--- src/design/icc_pkg.sv ---
package icc_pkg;

    // Default table depth.
    localparam int MAX_CIRCLES_DEF = 64;

    // Field widths.
    localparam int COORD_W  = 24;
    localparam int RADIUS_W = 23;
    localparam int REGION_W = 8;
    localparam int MARGIN_W = 16;
    localparam int KIND_W   = 2;
    localparam int STATUS_W = 3;

    // Operand width of the shared squarer and width of a squared distance sum.
    localparam int OP_W = 24;
    localparam int SQ_W = 2 * OP_W;
    localparam int D2_W = SQ_W + 1;

    localparam logic [MARGIN_W-1:0] MARGIN_RESET = MARGIN_W'(16);

    // Input item kinds.
    localparam logic [KIND_W-1:0] KIND_CLEAR = 2'd0;
    localparam logic [KIND_W-1:0] KIND_ADD   = 2'd1;
    localparam logic [KIND_W-1:0] KIND_QUERY = 2'd2;

    // Result status codes.
    localparam logic [STATUS_W-1:0] STATUS_DONE    = 3'd0;
    localparam logic [STATUS_W-1:0] STATUS_FULL    = 3'd1;
    localparam logic [STATUS_W-1:0] STATUS_INSIDE  = 3'd2;
    localparam logic [STATUS_W-1:0] STATUS_OUTSIDE = 3'd3;
    localparam logic [STATUS_W-1:0] STATUS_AMBIG   = 3'd4;

    // One stored circle.
    typedef struct packed {
        logic [REGION_W-1:0]       region;
        logic [RADIUS_W-1:0]       radius;
        logic signed [COORD_W-1:0] cy;
        logic signed [COORD_W-1:0] cx;
    } circle_t;

    // Query sequencer states.
    typedef enum logic [2:0] {
        ST_IDLE,
        ST_READ,
        ST_SQ_DX,
        ST_SQ_DY,
        ST_SQ_HI,
        ST_SQ_LO,
        ST_SQ_R,
        ST_EVAL
    } state_t;

endpackage

--- src/design/icc_square.sv ---
module icc_square
    import icc_pkg::*;
(
    input  logic            clk,
    input  logic [OP_W-1:0] operand,
    output logic [SQ_W-1:0] square
);

    logic [SQ_W-1:0] square_reg;

    // Registered squarer; the product is valid in the cycle after the operand.
    always_ff @(posedge clk)
    begin
        square_reg <= SQ_W'(operand) * SQ_W'(operand);
    end

    assign square = square_reg;

endmodule

--- config.mk ---
export PLATFORM = sky130hd
export DESIGN_NAME = icc_square
export DESIGN_NICKNAME = d
export VERILOG_FILES = /design/src/design/icc_pkg.sv /design/src/design/icc_square.sv
export SDC_FILE = /design/constraint.sdc
export NUM_CORES = 1
export LEC_CHECK = 0
export BUFFER_PORTS_ARGS = -buffer_cell sky130_fd_sc_hd__buf_2
export CAP_MARGIN = 20
export CELL_PAD_IN_SITES_DETAIL_PLACEMENT = 0
export CELL_PAD_IN_SITES_GLOBAL_PLACEMENT = 1
export CORE_AREA = 2 2 142 283
export CTS_CLUSTER_SIZE = 8
export DETAILED_ROUTE_END_ITERATION = 8
export DIE_AREA = 0 0 144 285
export GPL_ROUTABILITY_DRIVEN = 0
export GPL_TIMING_DRIVEN = 0
export PLACE_DENSITY_LB_ADDON = 0.1
export SYNTH_ARGS = -nofsm -noshare
export SYNTH_HDL_FRONTEND = slang
export SYNTH_SLANG_ARGS = --single-unit
--- constraint.sdc ---
create_clock -name clk -period 14.5 [get_ports clk]
set_clock_uncertainty 0.15 [all_clocks]
set_input_delay 2.9 -clock clk [delete_from_list [all_inputs] [get_ports clk]]
set_output_delay 2.9 -clock clk [all_outputs]
set_load 0.05 [all_outputs]
Word-level counts from Yosys, hierarchy flattened
Cells that the tools add are included.

Bits in registers: 48. Bits of input ports: 25. Output and inout port bits: 48. Word-level logic and storage cells: 2.

Multipliers: 1.

Operators by type and width (count): $mul A24 B24 Y48 (1).

Longest topological paths before layout
Depth in word-level cells: 1. Mapped depth: 28. Depth with buffers taken out: 26.

Worst setup path after synthesis
No wires, ideal clock.

Path type: input -> register. Start point: input port operand[17]. End point: register square_reg[42], in the netlist square[42]. Setup time: 72 ps. Arrival time: 9135 ps. Required time: 14278 ps. Setup slack: 5142 ps. Stages on the path: 26. Buffers on the path: 3. Cells stage by stage: clkbuf_1 clkbuf_1 nand2_1 fa_1 inv_1 fa_1 inv_1 fa_1 fa_1 inv_1 fa_1 fa_1 inv_1 fa_1 inv_1 ha_1 buf_2 a21o_1 a21o_1 a21oi_1 o21ai_0 a21oi_2 o21ai_1 a311o_1 a41oi_2 xnor2_1.

Cells in the longest elaborated chain, start to end: 1.

Ends and longest elaborated chain: start: declaration (RTL line icc_square.sv:5) `input logic [OP_W-1:0] operand,`; $mul A24 B24 Y48 (RTL line icc_square.sv:14) `square_reg <= SQ_W'(operand) * SQ_W'(operand);`; end signal: assignment (RTL line icc_square.sv:14); end: declaration (RTL line icc_square.sv:9) `logic [SQ_W-1:0] square_reg;`.

Every way passes these cells.

Worst setup path after layout
Start point: input port operand[17]. End point: register square_reg[40], in the netlist square[40].

The elaborated chain is that of the path after synthesis.

==> results.ini <==
[status]
status = completed

[timing]
hold_violations = 0
period_share_pct = 77.2
max_slew_margin_pct = 36.1
worst_slack_ns = 3.31
setup_viol = 0
grt_setup_unrepaired = no
holdWs_ns = 2.63
max_freq_mhz = 89.3
period_minus_slack_ns = 11.19
maxSlewViolCount = 0
setup_tns_ns = 0
worstMarginPinSlew_ns = 0.958

[critical_path]
cp_slowest_stage_delay_ns = 0.65
worstSetupPathType = input pin to register
cp_common_cell = fa_1
cp.required_ns = 14.61
critPathSlowestCell = clkbuf_1
crit_arrival_ns = 11.30
end_kind = register
crit_fanout = 10
cp-start-kind = input pin

[yosys]
yosysWarningCount = 0
synthDistinctLibCells = 54
yosysMostFrequentCell = inv_1
async_reset_ff_share_pct = 0
ys.flop_type = dfxtp_1
synthTopCellsByArea = fa_1 (49%), inv_1 (13%), ha_1 (13%), dfxtp_1 (5.4%), and2_1 (4.4%)
netlist_instances = 1867
syn_area_per_cell_um2 = 9.26
synthTopCellsByCount = inv_1 (598), fa_1 (422), nand2_1 (176), ha_1 (173), and2_1 (121)
synth_fp_nets = 2487
netlist_area_um2 = 17300
ys_ff_latch = 47
synth_edf_count = 0
yosysTopAreaCellShare_pct = 48.9
synth_area_leader_cell = fa_1
synth_seq_area_share_pct = 5.44

[cells_and_area]
drive_gt1_share_pct = 5.19
n_fill_cell = 3891
area_delta_synth_final_pct = 6.86
multi_input_area_um2 = 13900
antenna_cells = 0
area.sequential_um2 = 941
largest_reg_flops = 47
final_util_pct = 47.3
final_nets = 2565

[die]
die_area_um2 = 41000
rows = 103
coreArea_um2 = 39000
die_w_um = 144
io_pins = 73
die_h_um = 285
start_util_pct = 44.3

[global_routing]
grt_max_degree = 15
grt_pass1_wl_um = 74000
antenna_found_initial = 0
gr-total-overflow = 0
first_global_vias = 12901
gr-usage-all-layers_pct = 24.4

[hold_path]
hold_path.class = input pin to register

[clock_tree]
htree_levels = 2
hold_buffers = 0
cts_resized = 0
clkSinkCount = 47
cts_inserted_buffers = 5
cts_tree = yes
clockBufferDepth = 2
path_clk_slew_ns = 0.08
post_cts_buffers = 0
cts_root_buffer = clkbuf_16

[detailed_routing]
ant_nets = 0
routedWlPerCell_um = 18.5
wl_um = 45600
via_per_inst = 4.79
firstDrtPassIters = 7
num_vias = 11824
drc = 0
drtIter0Drc = 582

[placed_design]
dp_hpwl_um = 39100
port_buffers = 71
place_ws_ns = 2.87

[job]
maxCapViolCount = 0

worst paths after layout:
kind	startpoint	depth (start not counted)	slack, ns	to
setup / recovery	operand[17]	26	3.31	square[40]
hold / removal	operand[0]	1	2.63	square[0]
worst max-delay path: cells and delay by family:
| family | cells | cell delay, ns |
|---|---|---|
| AO/OA/AOI/OAI | 4 | 0.93 |
| XOR/XNOR | 1 | 0.14 |
| adder cells (fa/ha/maj) | 8 | 3.93 |
| buffers and inverters | 9 | 1.87 |
| AND/OR/NAND/NOR | 4 | 1.50 |
cell families after synthesis:
logic type	synth area share, %
buf+inv	14.4
other cells	0.0217
flops	5.44
simple gates	10.5
xor+xnor	2.69
fa+ha+maj	61.4
mux	0.123
compound gates	5.43
cell type report:
cell class,instances,area share [%]
multi-input combinational,1159,75.0
inverter,598,12.2
sequential,47,5.09
tap,525,3.56
timing repair buffer,71,1.92
buffer,63,1.33
clock buffer,6,0.752
clock inverter,2,0.190
metal layers:
metal	global-route usage [%]	wire [um]	vias up
met5	0	0	-
met4	8.16	1660	0
met2	39.5	22300	282
met3	2.54	2180	47
li1	-	-	5528
met1	34.3	19500	5967
cells in the final DEF (no fill, tap or decap), types with 26 or more instances in the layout:
cell type	n
inv_1	598
fa_1	422
nand2_1	176
ha_1	173
and2_1	121
buf_2	76
clkbuf_1	57
dfxtp_1	47
a21oi_1	43
xnor2_1	32
a21o_1	26
stage by stage:
stage	area, um^2	std cells
floorplan	17300	1867
global placement	18300	2463
CTS	18500	2471
finish	18500	2471
detailed placement	18300	2463
global route	18500	2471
Power is left out: the tool's default activity adds up to more than one toggle a clock period on the data nets, which glitch-free logic cannot reach.
